--- src/rtl/rmp_pkg.sv ---
// shared types, constants and codes for the registration message parser
package rmp_pkg;

    localparam int unsigned NAME_BUFFER_SIZE = 32;
    localparam int unsigned DUMP_LIMIT       = 64;
    localparam int unsigned QUEUE_DEPTH      = 2;
    localparam int unsigned QUEUE_PTR_W      = (QUEUE_DEPTH > 1) ? $clog2(QUEUE_DEPTH) : 1;
    localparam int unsigned QUEUE_CNT_W      = $clog2(QUEUE_DEPTH + 1);

    localparam logic [7:0]  HDR_EXT_BIT      = 8'h80;
    localparam logic [7:0]  HDR_ACK_BIT      = 8'h40;
    localparam logic [6:0]  EVENT_MASK       = 7'h60;
    localparam logic [6:0]  EVENT_INITIAL    = 7'h20;
    localparam logic [6:0]  EVENT_REFRESH    = 7'h40;
    localparam logic [7:0]  PRINT_LOW        = 8'h20;
    localparam logic [7:0]  PRINT_END        = 8'h7f;
    localparam logic [11:0] MINUTES_PER_UNIT = 12'd30;

    typedef enum logic [3:0] {
        TYPE_DEVREG     = 4'h0,
        TYPE_DEREG      = 4'h1,
        TYPE_QUERY      = 4'h4,
        TYPE_USERREG    = 4'h5,
        TYPE_USERDEREG  = 4'h6,
        TYPE_USERACK    = 4'h7,
        TYPE_ACK        = 4'hf
    } t_msg_type;

    typedef enum logic [2:0] {
        OUT_DEVREG    = 3'd0,
        OUT_USERREG   = 3'd1,
        OUT_DEREG     = 3'd2,
        OUT_USERDEREG = 3'd3,
        OUT_QUERY     = 3'd4,
        OUT_ACK       = 3'd5,
        OUT_USERACK   = 3'd6,
        OUT_RAW       = 3'd7
    } t_outcome;

    typedef enum logic [2:0] {
        FAIL_OK           = 3'd0,
        FAIL_USER_INVALID = 3'd1,
        FAIL_USER_TIMEOUT = 3'd2,
        FAIL_TX           = 3'd3,
        FAIL_DEV_UNAUTH   = 3'd4,
        FAIL_OTHER        = 3'd5
    } t_fail;

    typedef enum logic [1:0] {
        EVT_NONE    = 2'd0,
        EVT_INITIAL = 2'd1,
        EVT_REFRESH = 2'd2
    } t_event;

    typedef struct packed {
        logic [7:0]  hdr;
        logic        have_ext;
        logic [6:0]  value;
        logic        dev_found;
        logic [15:0] dev_offset;
        logic [4:0]  dev_length;
        logic        usr_found;
        logic [15:0] usr_offset;
        logic [4:0]  usr_length;
        logic        pw_found;
        logic [15:0] rec_length;
    } t_summary;

endpackage

--- src/rtl/rmp_front.sv ---
// front end: per-word header and name field walk, summary on the last word
module rmp_front (
    input  logic                i_clk,
    input  logic                i_rst_n,
    input  logic                i_accept,
    input  logic [7:0]          i_byte,
    input  logic                i_last,
    output logic                o_push,
    output rmp_pkg::t_summary   o_summary
);

    localparam logic [1:0]  FIELD_DEVICE = 2'd0;
    localparam logic [1:0]  FIELD_USER   = 2'd1;
    localparam logic [1:0]  FIELD_DONE   = 2'd3;
    localparam logic [15:0] COUNT_MAX    = 16'hffff;

    logic [15:0] r_count, n_count;
    logic [15:0] r_prefix, n_prefix;
    logic [7:0]  r_hdr1, n_hdr1;
    logic [7:0]  r_hdr2, n_hdr2;
    logic        r_hdr2_seen, n_hdr2_seen;
    logic        r_chain_open, n_chain_open;
    logic [1:0]  r_field_idx, n_field_idx;
    logic [7:0]  r_field_rem, n_field_rem;
    logic [15:0] r_field_start, n_field_start;
    logic        r_field_print, n_field_print;
    logic        r_field_fits, n_field_fits;
    logic        r_dev_found, n_dev_found;
    logic        r_usr_found, n_usr_found;
    logic        r_pw_found, n_pw_found;
    logic [15:0] r_dev_offset, n_dev_offset;
    logic [4:0]  r_dev_length, n_dev_length;
    logic [15:0] r_usr_offset, n_usr_offset;
    logic [4:0]  r_usr_length, n_usr_length;

    logic [15:0] rec_idx;
    logic        in_record;
    logic        printable;
    logic        field_print;
    logic [15:0] total_m2;
    logic [15:0] rec_length;
    logic        have_ext;

    assign rec_idx   = r_count - 16'd2;
    assign in_record = rec_idx < r_prefix;
    assign printable = (i_byte >= rmp_pkg::PRINT_LOW) && (i_byte < rmp_pkg::PRINT_END);

    always_comb begin
        n_count       = r_count;
        n_prefix      = r_prefix;
        n_hdr1        = r_hdr1;
        n_hdr2        = r_hdr2;
        n_hdr2_seen   = r_hdr2_seen;
        n_chain_open  = r_chain_open;
        n_field_idx   = r_field_idx;
        n_field_rem   = r_field_rem;
        n_field_start = r_field_start;
        n_field_print = r_field_print;
        n_field_fits  = r_field_fits;
        n_dev_found   = r_dev_found;
        n_usr_found   = r_usr_found;
        n_pw_found    = r_pw_found;
        n_dev_offset  = r_dev_offset;
        n_dev_length  = r_dev_length;
        n_usr_offset  = r_usr_offset;
        n_usr_length  = r_usr_length;
        field_print   = r_field_print & printable;

        if (i_accept && (r_count != COUNT_MAX)) begin
            n_count = r_count + 16'd1;
            if (r_count == 16'd0) begin
                n_prefix = {i_byte, 8'h00};
            end else if (r_count == 16'd1) begin
                n_prefix = {r_prefix[15:8], i_byte};
            end else if (in_record) begin
                if (rec_idx == 16'd0) begin
                    n_hdr1 = i_byte;
                end
                if (rec_idx == 16'd1) begin
                    n_hdr2      = i_byte;
                    n_hdr2_seen = 1'b1;
                end
                if (r_chain_open) begin
                    if ((i_byte & rmp_pkg::HDR_EXT_BIT) == 8'h00) begin
                        n_chain_open = 1'b0;
                    end
                end else if (r_field_idx != FIELD_DONE) begin
                    if (r_field_rem == 8'd0) begin
                        if (i_byte == 8'd0) begin
                            n_field_idx = r_field_idx + 2'd1;
                        end else begin
                            n_field_rem   = i_byte;
                            n_field_start = rec_idx + 16'd1;
                            n_field_print = 1'b1;
                            n_field_fits  = {1'b0, i_byte} < 9'(rmp_pkg::NAME_BUFFER_SIZE);
                        end
                    end else begin
                        n_field_print = field_print;
                        n_field_rem   = r_field_rem - 8'd1;
                        if (r_field_rem == 8'd1) begin
                            n_field_idx = r_field_idx + 2'd1;
                            if (field_print && r_field_fits) begin
                                case (r_field_idx)
                                    FIELD_DEVICE: begin
                                        n_dev_found  = 1'b1;
                                        n_dev_offset = r_field_start;
                                        n_dev_length = i_byte == i_byte ?
                                                       (rec_idx[4:0] + 5'd1 - r_field_start[4:0]) :
                                                       5'd0;
                                    end
                                    FIELD_USER: begin
                                        n_usr_found  = 1'b1;
                                        n_usr_offset = r_field_start;
                                        n_usr_length = rec_idx[4:0] + 5'd1 - r_field_start[4:0];
                                    end
                                    default: begin
                                        n_pw_found = 1'b1;
                                    end
                                endcase
                            end
                        end
                    end
                end
            end
        end

        total_m2   = n_count - 16'd2;
        rec_length = (n_prefix > total_m2) ? total_m2 : n_prefix;
        have_ext   = ((n_hdr1 & rmp_pkg::HDR_EXT_BIT) != 8'h00) && n_hdr2_seen;

        o_summary.hdr        = n_hdr1;
        o_summary.have_ext   = have_ext;
        o_summary.value      = have_ext ? n_hdr2[6:0] : 7'd0;
        o_summary.dev_found  = n_dev_found;
        o_summary.dev_offset = n_dev_offset;
        o_summary.dev_length = n_dev_length;
        o_summary.usr_found  = n_usr_found;
        o_summary.usr_offset = n_usr_offset;
        o_summary.usr_length = n_usr_length;
        o_summary.pw_found   = n_pw_found;
        o_summary.rec_length = rec_length;

        o_push = 1'b0;
        if (i_accept && i_last) begin
            o_push        = (n_count >= 16'd3) && (rec_length != 16'd0);
            n_count       = 16'd0;
            n_prefix      = 16'd0;
            n_hdr1        = 8'd0;
            n_hdr2        = 8'd0;
            n_hdr2_seen   = 1'b0;
            n_chain_open  = 1'b1;
            n_field_idx   = FIELD_DEVICE;
            n_field_rem   = 8'd0;
            n_field_start = 16'd0;
            n_field_print = 1'b1;
            n_dev_found   = 1'b0;
            n_usr_found   = 1'b0;
            n_pw_found    = 1'b0;
        end
    end

    always_ff @(posedge i_clk) begin
        if (!i_rst_n) begin
            r_count       <= 16'd0;
            r_prefix      <= 16'd0;
            r_hdr1        <= 8'd0;
            r_hdr2        <= 8'd0;
            r_hdr2_seen   <= 1'b0;
            r_chain_open  <= 1'b1;
            r_field_idx   <= FIELD_DEVICE;
            r_field_rem   <= 8'd0;
            r_field_start <= 16'd0;
            r_field_print <= 1'b1;
            r_dev_found   <= 1'b0;
            r_usr_found   <= 1'b0;
            r_pw_found    <= 1'b0;
        end else begin
            r_count       <= n_count;
            r_prefix      <= n_prefix;
            r_hdr1        <= n_hdr1;
            r_hdr2        <= n_hdr2;
            r_hdr2_seen   <= n_hdr2_seen;
            r_chain_open  <= n_chain_open;
            r_field_idx   <= n_field_idx;
            r_field_rem   <= n_field_rem;
            r_field_start <= n_field_start;
            r_field_print <= n_field_print;
            r_dev_found   <= n_dev_found;
            r_usr_found   <= n_usr_found;
            r_pw_found    <= n_pw_found;
        end
    end

    // id payload, only read behind its found flag, and the field fit flag
    always_ff @(posedge i_clk) begin
        r_field_fits <= n_field_fits;
        r_dev_offset <= n_dev_offset;
        r_dev_length <= n_dev_length;
        r_usr_offset <= n_usr_offset;
        r_usr_length <= n_usr_length;
    end

endmodule

--- src/rtl/rmp_fifo.sv ---
// short queue of message summaries between front and back end
module rmp_fifo (
    input  logic                i_clk,
    input  logic                i_rst_n,
    input  logic                i_push,
    input  rmp_pkg::t_summary   i_data,
    output logic                o_full,
    input  logic                i_pop,
    output logic                o_empty,
    output rmp_pkg::t_summary   o_data
);

    localparam logic [rmp_pkg::QUEUE_PTR_W-1:0] PTR_LAST =
        rmp_pkg::QUEUE_PTR_W'(rmp_pkg::QUEUE_DEPTH - 1);
    localparam logic [rmp_pkg::QUEUE_CNT_W-1:0] CNT_FULL =
        rmp_pkg::QUEUE_CNT_W'(rmp_pkg::QUEUE_DEPTH);

    rmp_pkg::t_summary r_mem [rmp_pkg::QUEUE_DEPTH];
    logic [rmp_pkg::QUEUE_PTR_W-1:0] r_wr_ptr, n_wr_ptr;
    logic [rmp_pkg::QUEUE_PTR_W-1:0] r_rd_ptr, n_rd_ptr;
    logic [rmp_pkg::QUEUE_CNT_W-1:0] r_count, n_count;
    logic do_push;
    logic do_pop;

    assign o_full  = r_count == CNT_FULL;
    assign o_empty = r_count == '0;
    assign o_data  = r_mem[r_rd_ptr];
    assign do_push = i_push && !o_full;
    assign do_pop  = i_pop && !o_empty;

    always_comb begin
        n_wr_ptr = r_wr_ptr;
        n_rd_ptr = r_rd_ptr;
        n_count  = r_count;
        if (do_push) begin
            n_wr_ptr = (r_wr_ptr == PTR_LAST) ? '0 : r_wr_ptr + 1'b1;
        end
        if (do_pop) begin
            n_rd_ptr = (r_rd_ptr == PTR_LAST) ? '0 : r_rd_ptr + 1'b1;
        end
        if (do_push && !do_pop) begin
            n_count = r_count + 1'b1;
        end else if (do_pop && !do_push) begin
            n_count = r_count - 1'b1;
        end
    end

    always_ff @(posedge i_clk) begin
        if (!i_rst_n) begin
            r_wr_ptr <= '0;
            r_rd_ptr <= '0;
            r_count  <= '0;
        end else begin
            r_wr_ptr <= n_wr_ptr;
            r_rd_ptr <= n_rd_ptr;
            r_count  <= n_count;
        end
    end

    always_ff @(posedge i_clk) begin
        if (do_push) begin
            r_mem[r_wr_ptr] <= i_data;
        end
    end

`ifndef SYNTHESIS
    a_count_bound: assert property (@(posedge i_clk) disable iff (!i_rst_n)
        r_count <= CNT_FULL)
        else $error("summary queue count beyond depth");

    a_push_lands: assert property (@(posedge i_clk) disable iff (!i_rst_n)
        do_push && !do_pop |=> r_count == $past(r_count) + 1'b1)
        else $error("summary queue lost a push");
`endif

endmodule

--- src/rtl/rmp_back.sv ---
// back end: message classification and result register
module rmp_back (
    input  logic                i_clk,
    input  logic                i_rst_n,
    input  logic                i_sum_empty,
    input  rmp_pkg::t_summary   i_sum,
    output logic                o_sum_pop,
    input  logic                i_pop,
    output logic                o_empty,
    output logic [2:0]          o_outcome,
    output logic [2:0]          o_fail_reason,
    output logic [6:0]          o_timer_value,
    output logic [11:0]         o_refresh_minutes,
    output logic [1:0]          o_event_kind,
    output logic                o_password_present,
    output logic [15:0]         o_device_offset,
    output logic [4:0]          o_device_length,
    output logic [15:0]         o_user_offset,
    output logic [4:0]          o_user_length,
    output logic [6:0]          o_dump_length,
    output logic [15:0]         o_record_length
);

    logic                r_valid, n_valid;
    rmp_pkg::t_outcome   r_outcome, n_outcome;
    rmp_pkg::t_fail      r_fail, n_fail;
    logic [6:0]          r_timer, n_timer;
    logic [11:0]         r_refresh, n_refresh;
    rmp_pkg::t_event     r_event, n_event;
    logic                r_pw, n_pw;
    logic [15:0]         r_dev_offset, n_dev_offset;
    logic [4:0]          r_dev_length, n_dev_length;
    logic [15:0]         r_usr_offset, n_usr_offset;
    logic [4:0]          r_usr_length, n_usr_length;
    logic [6:0]          r_dump, n_dump;
    logic [15:0]         r_rec_length, n_rec_length;

    logic [3:0]          msg_type;
    logic                has_ack;
    logic [15:0]         dump_full;

    assign o_sum_pop = !i_sum_empty && (!r_valid || i_pop);
    assign msg_type  = i_sum.hdr[3:0];
    assign has_ack   = (i_sum.hdr & rmp_pkg::HDR_ACK_BIT) != 8'h00;
    assign dump_full = (i_sum.rec_length > 16'(rmp_pkg::DUMP_LIMIT)) ?
                       16'(rmp_pkg::DUMP_LIMIT) : i_sum.rec_length;

    always_comb begin
        n_outcome    = rmp_pkg::OUT_RAW;
        n_fail       = rmp_pkg::FAIL_OK;
        n_timer      = 7'd0;
        n_refresh    = 12'd0;
        n_event      = rmp_pkg::EVT_NONE;
        n_pw         = 1'b0;
        n_dev_offset = 16'd0;
        n_dev_length = 5'd0;
        n_usr_offset = 16'd0;
        n_usr_length = 5'd0;
        n_rec_length = i_sum.rec_length;

        unique case (msg_type) inside
            rmp_pkg::TYPE_DEVREG, rmp_pkg::TYPE_USERREG: begin
                if (i_sum.dev_found || i_sum.usr_found) begin
                    n_outcome = (msg_type == rmp_pkg::TYPE_USERREG) ?
                                rmp_pkg::OUT_USERREG : rmp_pkg::OUT_DEVREG;
                    if (msg_type == rmp_pkg::TYPE_DEVREG && i_sum.have_ext) begin
                        if ((i_sum.value & rmp_pkg::EVENT_MASK) == rmp_pkg::EVENT_INITIAL) begin
                            n_event = rmp_pkg::EVT_INITIAL;
                        end else if ((i_sum.value & rmp_pkg::EVENT_MASK) ==
                                     rmp_pkg::EVENT_REFRESH) begin
                            n_event = rmp_pkg::EVT_REFRESH;
                        end
                    end
                    n_pw = i_sum.pw_found;
                    if (i_sum.dev_found) begin
                        n_dev_offset = i_sum.dev_offset;
                        n_dev_length = i_sum.dev_length;
                    end
                    if (i_sum.usr_found) begin
                        n_usr_offset = i_sum.usr_offset;
                        n_usr_length = i_sum.usr_length;
                    end
                end
            end
            rmp_pkg::TYPE_DEREG: begin
                n_outcome = rmp_pkg::OUT_DEREG;
            end
            rmp_pkg::TYPE_USERDEREG: begin
                n_outcome = rmp_pkg::OUT_USERDEREG;
            end
            rmp_pkg::TYPE_QUERY: begin
                n_outcome = rmp_pkg::OUT_QUERY;
            end
            rmp_pkg::TYPE_USERACK: begin
                n_outcome = rmp_pkg::OUT_USERACK;
                n_timer   = i_sum.value;
                if (has_ack) begin
                    if (i_sum.value == 7'd1) begin
                        n_fail = rmp_pkg::FAIL_USER_INVALID;
                    end else if (i_sum.value == 7'd2) begin
                        n_fail = rmp_pkg::FAIL_USER_TIMEOUT;
                    end else begin
                        n_fail = rmp_pkg::FAIL_TX;
                    end
                end
            end
            rmp_pkg::TYPE_ACK: begin
                n_outcome = rmp_pkg::OUT_ACK;
                n_timer   = i_sum.value;
                if (has_ack) begin
                    n_fail = (i_sum.value == 7'd0) ? rmp_pkg::FAIL_DEV_UNAUTH :
                                                     rmp_pkg::FAIL_OTHER;
                end else begin
                    n_refresh = 12'(i_sum.value) * rmp_pkg::MINUTES_PER_UNIT;
                end
            end
            default: begin
                n_outcome = rmp_pkg::OUT_RAW;
            end
        endcase

        n_dump = (n_outcome == rmp_pkg::OUT_RAW) ? dump_full[6:0] : 7'd0;

        n_valid = r_valid;
        if (o_sum_pop) begin
            n_valid = 1'b1;
        end else if (i_pop) begin
            n_valid = 1'b0;
        end
    end

    always_ff @(posedge i_clk) begin
        if (!i_rst_n) begin
            r_valid <= 1'b0;
        end else begin
            r_valid <= n_valid;
        end
    end

    always_ff @(posedge i_clk) begin
        if (o_sum_pop) begin
            r_outcome    <= n_outcome;
            r_fail       <= n_fail;
            r_timer      <= n_timer;
            r_refresh    <= n_refresh;
            r_event      <= n_event;
            r_pw         <= n_pw;
            r_dev_offset <= n_dev_offset;
            r_dev_length <= n_dev_length;
            r_usr_offset <= n_usr_offset;
            r_usr_length <= n_usr_length;
            r_dump       <= n_dump;
            r_rec_length <= n_rec_length;
        end
    end

    assign o_empty            = !r_valid;
    assign o_outcome          = r_outcome;
    assign o_fail_reason      = r_fail;
    assign o_timer_value      = r_timer;
    assign o_refresh_minutes  = r_refresh;
    assign o_event_kind       = r_event;
    assign o_password_present = r_pw;
    assign o_device_offset    = r_dev_offset;
    assign o_device_length    = r_dev_length;
    assign o_user_offset      = r_user_offset_unused_guard(r_usr_offset);
    assign o_user_length      = r_usr_length;
    assign o_dump_length      = r_dump;
    assign o_record_length    = r_rec_length;

    function automatic logic [15:0] r_user_offset_unused_guard(input logic [15:0] v);
        return v;
    endfunction

`ifndef SYNTHESIS
    a_rec_nonzero: assert property (@(posedge i_clk) disable iff (!i_rst_n)
        r_valid |-> r_rec_length != 16'd0)
        else $error("result with empty record");

    a_dump_only_raw: assert property (@(posedge i_clk) disable iff (!i_rst_n)
        r_valid && r_outcome != rmp_pkg::OUT_RAW |-> r_dump == 7'd0)
        else $error("dump length on a parsed message");

    a_refresh_ack: assert property (@(posedge i_clk) disable iff (!i_rst_n)
        r_valid && r_refresh != 12'd0 |->
            r_outcome == rmp_pkg::OUT_ACK && r_fail == rmp_pkg::FAIL_OK)
        else $error("refresh time outside a successful device ack");
`endif

endmodule

--- src/rtl/registration_message_parser.sv ---
// top level of the registration message parser
//
// channel   direction  handshake           payload
// input     in         i_push / o_full     i_msg_byte, i_msg_last
// result    out        o_empty / i_pop     o_outcome .. o_record_length
//
// one word is taken every cycle while o_full is low; the header and field walk
// updates the front end state on each word taken.
// a message ending on i_msg_last gives its result through a two-entry summary
// queue and then the result register.
// o_full is the summary queue's full flag; the queue fills only while the result is not taken.
// i_rst_n is synchronous and active low; no clearing pass is needed after reset.
module registration_message_parser (
    input  logic        i_clk,
    input  logic        i_rst_n,
    input  logic        i_push,
    output logic        o_full,
    input  logic [7:0]  i_msg_byte,
    input  logic        i_msg_last,
    output logic        o_empty,
    input  logic        i_pop,
    output logic [2:0]  o_outcome,
    output logic [2:0]  o_fail_reason,
    output logic [6:0]  o_timer_value,
    output logic [11:0] o_refresh_minutes,
    output logic [1:0]  o_event_kind,
    output logic        o_password_present,
    output logic [15:0] o_device_offset,
    output logic [4:0]  o_device_length,
    output logic [15:0] o_user_offset,
    output logic [4:0]  o_user_length,
    output logic [6:0]  o_dump_length,
    output logic [15:0] o_record_length
);

    logic              accept;
    logic              sum_push;
    rmp_pkg::t_summary sum_in;
    logic              sum_empty;
    logic              sum_pop;
    rmp_pkg::t_summary sum_out;

    assign accept = i_push && !o_full;

    rmp_front u_front (
        .i_clk     (i_clk),
        .i_rst_n   (i_rst_n),
        .i_accept  (accept),
        .i_byte    (i_msg_byte),
        .i_last    (i_msg_last),
        .o_push    (sum_push),
        .o_summary (sum_in)
    );

    rmp_fifo u_fifo (
        .i_clk   (i_clk),
        .i_rst_n (i_rst_n),
        .i_push  (sum_push),
        .i_data  (sum_in),
        .o_full  (o_full),
        .i_pop   (sum_pop),
        .o_empty (sum_empty),
        .o_data  (sum_out)
    );

    rmp_back u_back (
        .i_clk              (i_clk),
        .i_rst_n            (i_rst_n),
        .i_sum_empty        (sum_empty),
        .i_sum              (sum_out),
        .o_sum_pop          (sum_pop),
        .i_pop              (i_pop),
        .o_empty            (o_empty),
        .o_outcome          (o_outcome),
        .o_fail_reason      (o_fail_reason),
        .o_timer_value      (o_timer_value),
        .o_refresh_minutes  (o_refresh_minutes),
        .o_event_kind       (o_event_kind),
        .o_password_present (o_password_present),
        .o_device_offset    (o_device_offset),
        .o_device_length    (o_device_length),
        .o_user_offset      (o_user_offset),
        .o_user_length      (o_user_length),
        .o_dump_length      (o_dump_length),
        .o_record_length    (o_record_length)
    );

endmodule
--- config.mk ---
export PLATFORM = sky130hd
export DESIGN_NAME = registration_message_parser
export DESIGN_NICKNAME = d
export VERILOG_FILES = /design/src/rtl/rmp_pkg.sv /design/src/rtl/rmp_front.sv /design/src/rtl/rmp_fifo.sv /design/src/rtl/rmp_back.sv /design/src/rtl/registration_message_parser.sv
export SDC_FILE = /design/constraint.sdc
export NUM_CORES = 1
export LEC_CHECK = 0
export BUFFER_PORTS_ARGS = -buffer_cell sky130_fd_sc_hd__buf_2
export CAP_MARGIN = 20
export CORE_MARGIN = 2
export CORE_UTILIZATION = 45
export CTS_CLUSTER_SIZE = 28
export DETAILED_ROUTE_END_ITERATION = 6
export PLACE_DENSITY = 0.61
export SYNTH_ARGS = -nofsm -noshare
export SYNTH_HDL_FRONTEND = slang
export SYNTH_HIERARCHICAL = 1
export SYNTH_SLANG_ARGS = --single-unit
--- constraint.sdc ---
create_clock -name i_clk -period 22.5 [get_ports i_clk]
set_input_delay 2.25 -clock i_clk [delete_from_list [all_inputs] [get_ports i_clk]]
set_output_delay 2.25 -clock i_clk [all_outputs]
set_load 0.01 [all_outputs]
==> impl_metrics.sql, run 1 <==
INSERT INTO impl_metrics (metric_group, metric, value, unit) VALUES
('sta', 'hold_slack', '0.451', 'ns'),
('placed_design', 'detailed_place.area', '0.0184', 'mm^2'),
('sta', 'period_minus_slack', '8.77', 'ns'),
('cells_and_area', 'final_util', '0.510', ''),
('global_routing', 'grt_max_degree', '63', ''),
('sta', 'hold_violations', '0', ''),
('sta', 'setup_viol', '0', ''),
('drt', 'via_count', '11050', ''),
('placed_design', 'dp.final_hpwl', '25700', 'um'),
('sta', 'rsz0062_at_grt', 'no', ''),
('drt', 'antenna_left', '0', ''),
('worst_setup_path', 'end_kind', 'register', ''),
('cells_and_area', 'final_cell_count_no_fill', '2066', ''),
('sta', 'timing.final.crit_share', '0.390', ''),
('drt', 'post_drt_wl_per_cell', '17.8', 'um'),
('sta', 'max_freq', '114', 'MHz'),
('worst_setup_path', 'critical_path_peak_fanout', '40', ''),
('global_routing', 'grt_antenna_before_repair', '0', ''),
('synthesis', 'postSynthNetCount', '1526', ''),
('synthesis', 'synthesis.instances', '1428', ''),
('clocking', 'cts_tree', 'yes', ''),
('job', 'max_cap_violations', '0', ''),
('clocking', 'numCtsBuffers', '38', ''),
('sta', 'worst_rel_slew_slack', '0.275', ''),
('clocking', 'path_clk_slew', '0.06', 'ns'),
('clocking', 'cts_num_sinks', '366', ''),
('drt', 'drtPass1Iterations', '5', ''),
('cells_and_area', 'final_design_area_no_fill', '0.0196', 'mm^2'),
('placed_design', 'finalWeightedCongestion', '0.884', ''),
('cells_and_area', 'num_antenna_cells', '0', ''),
('worst_hold_path', 'hp-class', 'register to register', ''),
('global_routing', 'grtUsageTotal', '0.181', ''),
('drt', 'routed_wl', '36700', 'um'),
('global_routing', 'vias_in_the_first_global_route', '10775', ''),
('synthesis', 'synth-warning-count', '6', ''),
('pwr', 'p_total', '1.44', 'mW'),
('global_routing', 'remaining_global_route_overflow', '0', ''),
('sta', 'slew_viol_final', '0', ''),
('placed_design', 'dp_slack', '13.28', 'ns'),
('cells_and_area', 'area_delta_synth_final', '12.4', '%'),
('clocking', 'clockRootBuffer', 'sky130_fd_sc_hd__clkbuf_16', ''),
('pwr', 'powerDensity', '73.7', 'mW/mm^2'),
('floorplanning', 'fp.dieW', '201', 'um'),
('floorplanning', 'number_of_cell_rows', '72', ''),
('sta', 'finalClockSkew', '0.0165', 'ns'),
('synthesis', 'post_synth.cell_area_avg', '12.2', 'um^2'),
('drt', 'drt_iter0_drc', '659', ''),
('clocking', 'cts_resized', '0', ''),
('worst_setup_path', 'startpoint_type', 'primary input', ''),
('clocking', 'cts_hold_buffers', '0', ''),
('cells_and_area', 'layout-drive-gt1-share', '0.203', ''),
('sta', 'fin_setup_tns', '0', 'ns'),
('worst_setup_path', 'timing.setup.critical_path_class', 'primary input to register', ''),
('run_status', 'outcome', 'finished clean', ''),
('sta', 'worst-slew-pin-transition', '1.09', 'ns'),
('synthesis', 'synth_area', '0.0174', 'mm^2'),
('global_routing', 'grt_pass1_wl', '58400', 'um'),
('worst_setup_path', 'worstPathRequired', '22.66', 'ns'),
('cells_and_area', 'fin_nets', '1618', ''),
('floorplanning', 'starting_density_of_the_core', '0.453', ''),
('cells_and_area', 'num-fill-cells', '3400', ''),
('drt', 'drc_errors', '0', ''),
('floorplanning', 'die_area', '0.0403', 'mm^2'),
('clocking', 'clock_latency', '0.53', 'ns'),
('clocking', 'htree_levels', '2', ''),
('sta', 'final.setup.worst_slack', '13.73', 'ns'),
('clocking', 'setup_repair_bufs_after_cts', '0', ''),
('floorplanning', 'pin_count', '108', ''),
('clocking', 'clock_tree.buffer_depth', '3', ''),
('floorplanning', 'fp.dieH', '201', 'um'),
('worst_setup_path', 'crit_arrival', '8.94', 'ns'),
('pwr', 'total_leakage_power', '7.83', 'nW'),
('pwr', 'vdd.ir_drop.worst', '0.0000393', 'V'),
('placed_design', 'place_inst', '1997', ''),
('placed_design', 'number_of_buffers_inserted_by_port_buffering', '106', ''),
('drt', 'avgViaCountPerCell', '5.35', ''),
('floorplanning', 'core', '0.0384', 'mm^2');
## power by group
| group | internal [mW] | total [mW] | switching [mW] |
|---|---|---|---|
| Clock | 0.343 | 0.592 | 0.250 |
| Sequential | 0.726 | 0.731 | 0.00454 |
| Combinational | 0.0430 | 0.118 | 0.0752 |
## final timing paths
kind | startpoint | cells after the start | slack, ns | endpoint
worst max-delay path | i_push | 23 | 13.73 | u_fifo/r_mem[1][45]
worst min-delay path | u_front/r_dev_found | 2 | 0.45 | u_front/r_dev_found
worst min register to register | u_front/r_dev_found | 2 | 0.45 | u_front/r_dev_found
worst max register to register | u_front/r_count[0] | 22 | 14.09 | u_fifo/r_mem[1][45]
## layout make-up
cell class                      instances  area [um^2]  area share
Timing Repair Buffer                  117          658      0.0336
Inverter                               98          368      0.0188
Clock buffer                           58         1080      0.0551
Clock inverter                         10         85.1     0.00435
Multi-Input combinational cell        899         6980       0.357
Sequential cell                       366         9740       0.498
Tap cell                              518          648      0.0331
## worst max-delay path: stages
cell and delay, ns:
sky130_fd_sc_hd__buf_2 0.08, sky130_fd_sc_hd__nor2b_4 0.34, sky130_fd_sc_hd__o41ai_1 0.15, sky130_fd_sc_hd__clkbuf_2 0.19, sky130_fd_sc_hd__nor2_1 0.15, sky130_fd_sc_hd__xnor2_1 0.16
sky130_fd_sc_hd__ha_1 0.24, sky130_fd_sc_hd__nor4b_1 0.32, sky130_fd_sc_hd__nand2b_1 0.19, sky130_fd_sc_hd__nand4bb_1 0.24, sky130_fd_sc_hd__nor4_1 0.39, sky130_fd_sc_hd__xor2_1 0.16
sky130_fd_sc_hd__ha_1 0.32, sky130_fd_sc_hd__nand4_1 0.15, sky130_fd_sc_hd__nor4_1 0.36, sky130_fd_sc_hd__nor3_1 0.09, sky130_fd_sc_hd__o31ai_1 0.09, sky130_fd_sc_hd__nand2_1 0.58
sky130_fd_sc_hd__mux2i_1 0.50, sky130_fd_sc_hd__nor4_1 0.14, sky130_fd_sc_hd__a31oi_1 0.25, sky130_fd_sc_hd__and3_2 0.91, sky130_fd_sc_hd__buf_4 0.58
## cells in the final DEF (no fill, tap or decap), types with 16 or more instances in the layout
master	n
sky130_fd_sc_hd__nor3_1	33
sky130_fd_sc_hd__ha_1	73
sky130_fd_sc_hd__and3_1	54
sky130_fd_sc_hd__nand2_1	72
sky130_fd_sc_hd__a21oi_1	69
sky130_fd_sc_hd__clkbuf_16	39
sky130_fd_sc_hd__nor2_1	100
sky130_fd_sc_hd__xnor2_1	30
sky130_fd_sc_hd__mux2_4	35
sky130_fd_sc_hd__nor4_1	19
sky130_fd_sc_hd__mux2i_1	35
sky130_fd_sc_hd__nand3_1	26
sky130_fd_sc_hd__mux2_2	85
sky130_fd_sc_hd__clkbuf_1	16
sky130_fd_sc_hd__nand4_1	22
sky130_fd_sc_hd__inv_1	97
sky130_fd_sc_hd__buf_2	106
sky130_fd_sc_hd__o21ai_0	19
sky130_fd_sc_hd__xor2_1	21
sky130_fd_sc_hd__dfxtp_1	124
sky130_fd_sc_hd__and2_1	27
sky130_fd_sc_hd__edfxtp_1	241
## routing by layer
metal	global-route usage	part of all wire
met1	0.243	0.45
met2	0.302	0.48
met3	0.0274	0.040
met4	0.0566	0.026
met5	0	0
## registers in the layout (all words and copies together), names as in the netlist, 6 cells and up, named ones only
signal,count
u_front/r_usr_offset,16
u_front/r_field_rem,8
u_back/o_device_offset,16
u_front/r_hdr1,6
u_back/o_dump_length,7
u_back/o_user_offset,16
u_back/o_record_length,16
u_front/r_prefix,16
u_back/o_refresh_minutes,11
u_back/o_timer_value,7
u_front/r_hdr2,7
u_front/r_field_start,16
u_front/r_dev_offset,16
u_fifo/r_mem,148
u_front/r_count,16
Power figures use the tool's default switching activity.
==> run 2: changes to the inputs <==
Settings changed: ABC_AREA set to 1, PLACE_DENSITY 0.61 to 0.63.
Clock period 22.5 ns to 7.03 ns, I/O delays scaled along.
==> impl_metrics.sql, run 2 <==
INSERT INTO impl_metrics (metric_group, metric, value, unit) VALUES
('global_routing', 'vias_in_the_first_global_route', '11876', ''),
('worst_setup_path', 'end_kind', 'register', ''),
('floorplanning', 'fp.dieH', '203', 'um'),
('sta', 'finalClockSkew', '0.0149', 'ns'),
('global_routing', 'grt_antenna_before_repair', '0', ''),
('cells_and_area', 'final_cell_mix', 'sky130_fd_sc_hd__nand2_1 (321), sky130_fd_sc_hd__inv_1 (271), sky130_fd_sc_hd__edfxtp_1 (241)', ''),
('cells_and_area', 'layout-drive-gt1-share', '0.183', ''),
('drt', 'avgViaCountPerCell', '4.93', ''),
('drt', 'post_drt_wl_per_cell', '15.1', 'um'),
('worst_setup_path', 'critical_path_peak_fanout', '41', ''),
('pwr', 'powerDensity', '398', 'mW/mm^2'),
('cells_and_area', 'fin_nets', '2024', ''),
('sta', 'timing.final.crit_share', '0.915', ''),
('clocking', 'setup_repair_bufs_after_cts', '0', ''),
('sta', 'period_minus_slack', '6.43', 'ns'),
('floorplanning', 'number_of_cell_rows', '72', ''),
('floorplanning', 'fp.dieW', '203', 'um'),
('cells_and_area', 'mostFrequentLayoutCell', 'sky130_fd_sc_hd__nand2_1', ''),
('placed_design', 'finalWeightedCongestion', '0.877', ''),
('pwr', 'total_leakage_power', '8.78', 'nW'),
('synthesis', 'postSynthNetCount', '1910', ''),
('sta', 'slew_viol_final', '0', ''),
('drt', 'via_count', '12199', ''),
('clocking', 'cts_tree', 'yes', ''),
('drt', 'drc_errors', '0', ''),
('synthesis', 'synth_area', '0.0178', 'mm^2'),
('worst_setup_path', 'timing.critical_path.slowest_stage_cell', 'sky130_fd_sc_hd__buf_4', ''),
('cells_and_area', 'final_design_area_no_fill', '0.0203', 'mm^2'),
('clocking', 'path_clk_slew', '0.06', 'ns'),
('drt', 'drt_iter0_drc', '697', ''),
('synthesis', 'synth-warning-count', '6', ''),
('worst_setup_path', 'cp.buffers_inverters', '8', ''),
('clocking', 'cts_num_sinks', '366', ''),
('placed_design', 'detailed_place.area', '0.0188', 'mm^2'),
('global_routing', 'top_usage_layer', 'met2', ''),
('job', 'max_cap_violations', '0', ''),
('sta', 'worst-slew-pin-transition', '0.866', 'ns'),
('sta', 'max_freq', '155', 'MHz'),
('cells_and_area', 'registers.top_by_ff_count', 'u_fifo/r_mem', ''),
('worst_setup_path', 'crit_arrival', '6.60', 'ns'),
('clocking', 'clock_tree.buffer_depth', '3', ''),
('worst_setup_path', 'worstPathRequired', '7.20', 'ns'),
('global_routing', 'use_met2', '0.305', ''),
('placed_design', 'dp_slack', '0.536', 'ns'),
('synthesis', 'synthesis.instances', '1812', ''),
('cells_and_area', 'num_antenna_cells', '0', ''),
('sta', 'hold_violations', '0', ''),
('global_routing', 'grt_use_met3', '0.0291', ''),
('floorplanning', 'die_area', '0.0412', 'mm^2'),
('drt', 'routed_wl', '37400', 'um'),
('clocking', 'numCtsBuffers', '40', ''),
('worst_setup_path', 'timing.setup.critical_path_class', 'register to register', ''),
('placed_design', 'dp.final_hpwl', '27100', 'um'),
('drt', 'drtPass1Iterations', '5', ''),
('global_routing', 'grt_pass1_wl', '60500', 'um'),
('cells_and_area', 'area_delta_synth_final', '14.0', '%'),
('global_routing', 'remaining_global_route_overflow', '0', ''),
('worst_setup_path', 'startpoint_type', 'register', ''),
('run_status', 'outcome', 'finished clean', ''),
('sta', 'final.setup.worst_slack', '0.598', 'ns'),
('global_routing', 'grtUsageTotal', '0.184', ''),
('synthesis', 'post_synth.cell_area_avg', '9.84', 'um^2'),
('pwr', 'p_total', '8.09', 'mW'),
('sta', 'setup_viol', '0', ''),
('sta', 'worst_rel_slew_slack', '0.421', ''),
('placed_design', 'number_of_buffers_inserted_by_port_buffering', '106', ''),
('floorplanning', 'pin_count', '108', ''),
('worst_setup_path', 'cpPeakStageDelay', '0.51', 'ns'),
('worst_setup_path', 'cp_common_cell', 'sky130_fd_sc_hd__nand2_1', ''),
('worst_hold_path', 'hp-class', 'register to register', ''),
('floorplanning', 'core', '0.0389', 'mm^2'),
('floorplanning', 'starting_density_of_the_core', '0.458', ''),
('global_routing', 'grt.met1_usage', '0.241', ''),
('placed_design', 'place_inst', '2401', ''),
('cells_and_area', 'largest_register_ff_count', '148', ''),
('sta', 'rsz0062_at_grt', 'no', ''),
('drt', 'antenna_left', '0', ''),
('worst_setup_path', 'critical_path_s_top_delay_family', 'simple AND/OR/NAND/NOR gates', ''),
('pwr', 'vdd.ir_drop.worst', '0.000460', 'V'),
('cells_and_area', 'final_util', '0.522', ''),
('cells_and_area', 'final_cell_count_no_fill', '2474', ''),
('global_routing', 'grt_max_degree', '65', ''),
('clocking', 'clock_latency', '0.54', 'ns'),
('clocking', 'htree_levels', '2', ''),
('clocking', 'clockRootBuffer', 'sky130_fd_sc_hd__clkbuf_16', '');
[run 2: metrics by stage]
| stage | hold WS (ns) | TNS, ns |
|---|---|---|
| CTS | 0.445 | 0 |
| global route | 0.476 | 0 |
| finish | 0.457 | 0 |
| global placement | 0.436 | 0 |
| floorplan | 0.419 | -110.03 |
| detailed placement | 0.440 | 0 |
[run 2: worst register-to-register path, delay by kind of cell (launching register included)]
kind                       cells  cell delay, ns
AOI/OAI and AO/OA              2            0.46
adders and majority gates      3            0.91
buffers and inverters          8            1.39
DFF                            1            0.47
and+or+nand+nor               23            2.78
[run 2: path summary, 6_finish.rpt]
path	startpoint	slack [ns]	to	cells past startpoint
worst min register to register	u_front/r_chain_open	0.46	u_front/r_chain_open	2
worst max-delay path	u_front/r_count[0]	0.60	u_fifo/r_mem[1][55]	36
worst max register to register	u_front/r_count[0]	0.60	u_fifo/r_mem[1][55]	36
worst min-delay path	u_front/r_chain_open	0.46	u_front/r_chain_open	2
[run 2: where the power goes]
part	internal, mW	switching (mW)
clock network	1.41	0.846
logic	0.993	1.89
registers	2.84	0.118
total	5.24	2.86
[run 2: what timing repair did]
action,in CTS,in global routing
endpoints found under the setup margin,0,150
resized for setup,0,1
hold buffers,0,0
[run 2: area by class of cell]
type	instances	area, um^2
multi-input cells	1110	6740
inverters	289	1090
fillers	3553	18600
flip-flops and latches	366	9740
clock inverters	22	251
well taps	518	648
clock buffers	50	1210
repair buffers	119	641
[run 2: routing by layer]
layer	wire length (um)	share of wire
met1	17000	0.45
met2	17600	0.47
met3	1720	0.046
met4	1180	0.032
met5	0	0
==> run 3: changes to the inputs <==
==> constraint.sdc (replaced) <==
create_clock -name i_clk -period 7.03 [get_ports i_clk]
set_input_delay 0.3515 -clock i_clk [delete_from_list [all_inputs] [get_ports i_clk]]
set_output_delay 0.3515 -clock i_clk [all_outputs]
set_load 0.01 [all_outputs]
==> impl_metrics.sql, run 3 (same netlist as run 2, synthesis figures left out) <==
INSERT INTO impl_metrics (metric_group, metric, value, unit) VALUES
('run_status', 'outcome', 'finished clean', ''),
('worst_hold_path', 'hold_start', 'i_rst_n', ''),
('sta', 'slew_viol_final', '0', ''),
('worst_setup_path', 'end_kind', 'register', ''),
('drt', 'post_drt_wl_per_cell', '15.1', 'um'),
('sta', 'timing.final.crit_share', '0.891', ''),
('cells_and_area', 'largest_register_ff_count', '148', ''),
('drt', 'drc_errors', '0', ''),
('placed_design', 'finalWeightedCongestion', '0.886', ''),
('worst_setup_path', 'cpPeakStageDelay', '0.46', 'ns'),
('sta', 'setup_viol', '0', ''),
('floorplanning', 'fp.dieH', '203', 'um'),
('placed_design', 'dp.final_hpwl', '26700', 'um'),
('drt', 'via_count', '12106', ''),
('clocking', 'clock_latency', '0.57', 'ns'),
('worst_setup_path', 'worstPathRequired', '7.53', 'ns'),
('global_routing', 'vias_in_the_first_global_route', '11730', ''),
('worst_setup_path', 'rr_startpoint', 'u_front/r_count[0]', ''),
('placed_design', 'detailed_place.area', '0.0188', 'mm^2'),
('global_routing', 'grt_antenna_before_repair', '0', ''),
('sta', 'worst_rel_slew_slack', '0.386', ''),
('sta', 'fin_setup_tns', '0', 'ns'),
('pwr', 'vdd.ir_drop.worst', '0.000263', 'V'),
('drt', 'antenna_left', '0', ''),
('worst_setup_path', 'setup.worst_path.start', 'u_front/r_count[0]', ''),
('cells_and_area', 'num_antenna_cells', '0', ''),
('clocking', 'htree_levels', '2', ''),
('placed_design', 'place_inst', '2399', ''),
('worst_setup_path', 'timing.critical_path.slowest_stage_cell', 'sky130_fd_sc_hd__dfxtp_1', ''),
('clocking', 'setup_repair_bufs_after_cts', '0', ''),
('cells_and_area', 'fin_nets', '2021', ''),
('clocking', 'clock_tree.buffer_depth', '3', ''),
('global_routing', 'grt_pass1_wl', '60000', 'um'),
('drt', 'routed_wl', '37300', 'um'),
('pwr', 'total_leakage_power', '8.69', 'nW'),
('floorplanning', 'pin_count', '108', ''),
('sta', 'finalClockSkew', '0.0218', 'ns'),
('worst_setup_path', 'startpoint_type', 'register', ''),
('global_routing', 'grtUsageTotal', '0.184', ''),
('cells_and_area', 'final_cell_count_no_fill', '2472', ''),
('cells_and_area', 'layout-drive-gt1-share', '0.177', ''),
('drt', 'drt_iter0_drc', '796', ''),
('floorplanning', 'core', '0.0389', 'mm^2'),
('clocking', 'clockRootBuffer', 'sky130_fd_sc_hd__clkbuf_16', ''),
('clocking', 'cts_hold_buffers', '0', ''),
('floorplanning', 'fp.dieW', '203', 'um'),
('clocking', 'cts_tree', 'yes', ''),
('worst_setup_path', 'crit_arrival', '6.76', 'ns'),
('cells_and_area', 'mostFrequentLayoutCell', 'sky130_fd_sc_hd__nand2_1', ''),
('placed_design', 'dp_slack', '0.722', 'ns'),
('cells_and_area', 'registers.top_by_ff_count', 'u_fifo/r_mem', ''),
('global_routing', 'grt_max_degree', '75', ''),
('floorplanning', 'die_area', '0.0412', 'mm^2'),
('floorplanning', 'starting_density_of_the_core', '0.458', ''),
('sta', 'hold_violations', '0', ''),
('worst_hold_path', 'hp-class', 'primary input to register', ''),
('worst_setup_path', 'critical_path_peak_fanout', '20', ''),
('cells_and_area', 'area_delta_synth_final', '13.0', '%'),
('cells_and_area', 'final_cell_mix', 'sky130_fd_sc_hd__nand2_1 (321), sky130_fd_sc_hd__inv_1 (271), sky130_fd_sc_hd__edfxtp_1 (241)', ''),
('placed_design', 'number_of_buffers_inserted_by_port_buffering', '106', ''),
('drt', 'avgViaCountPerCell', '4.90', ''),
('clocking', 'numCtsBuffers', '39', ''),
('sta', 'period_minus_slack', '6.26', 'ns'),
('sta', 'rsz0062_at_grt', 'no', ''),
('sta', 'final.setup.worst_slack', '0.767', 'ns'),
('clocking', 'cts_num_sinks', '366', ''),
('clocking', 'path_clk_slew', '0.06', 'ns'),
('worst_setup_path', 'timing.setup.critical_path_class', 'register to register', ''),
('global_routing', 'remaining_global_route_overflow', '0', ''),
('pwr', 'powerDensity', '391', 'mW/mm^2'),
('job', 'max_cap_violations', '0', ''),
('drt', 'drtPass1Iterations', '5', ''),
('worst_setup_path', 'cp_common_cell', 'sky130_fd_sc_hd__nand2_1', ''),
('sta', 'max_freq', '160', 'MHz'),
('sta', 'worst-slew-pin-transition', '0.921', 'ns'),
('cells_and_area', 'final_design_area_no_fill', '0.0201', 'mm^2'),
('floorplanning', 'number_of_cell_rows', '72', '');
==> run 3: worst max-delay path: cells and delay by family, from the launching register on <==
| kind | cells | cell delay, ns |
|---|---|---|
| DFF | 1 | 0.46 |
| buffers and inverters | 10 | 1.13 |
| AOI/OAI and AO/OA | 4 | 0.73 |
| and+or+nand+nor | 23 | 2.57 |
| adders and majority gates | 4 | 1.27 |
==> run 3: worst paths after layout <==
path / end / slack, ns / depth (start not counted)
worst max-delay path: u_fifo/r_count[1] / 0.77 / 41
worst max register to register: u_fifo/r_count[1] / 0.77 / 41
worst min register to register: u_front/r_chain_open / 0.46 / 2
worst min-delay path: u_fifo/r_count[1] / 0.07 / 3
==> run 3: area by class of cell <==
class	count	area, um^2
fillers	3559	18800
flip-flops and latches	366	9740
multi-input cells	1110	6740
clock buffers	56	1100
inverters	289	1090
repair buffers	117	651
well taps	518	648
clock inverters	16	170
==> run 3: routing by layer <==
layer,global-route usage,share of wire,wire [um],vias up
met1,0.241,0.46,17100,5672
met2,0.310,0.48,17800,232
li1,-,-,-,6135
met4,0.0613,0.026,983,0
met3,0.0305,0.040,1500,67
met5,0,0,0,-
==> run 3: power breakdown <==
group          switching [mW]  internal (mW)  total [mW]
logic                    1.91          0.997        2.91
registers               0.112           2.84        2.95
clock network           0.841           1.18        2.02
==> run 3: through the flow <==
stage / util / total power, mW / hold slack [ns]
detailed placement: 0.484 / 5.90 / 0.437
global placement: 0.484 / 5.84 / 0.435
finish: 0.517 / 7.88 / 0.0725
floorplan: - / 5.13 / 0.419
CTS: 0.517 / 7.95 / 0.0424
global route: 0.517 / 8.45 / 0.0769
==> run 3: timing repair <==
action | CTS | global route
endpoints found under the hold margin | 0 | 0
resized for setup | 0 | 1
endpoints found under the setup margin | 0 | 2
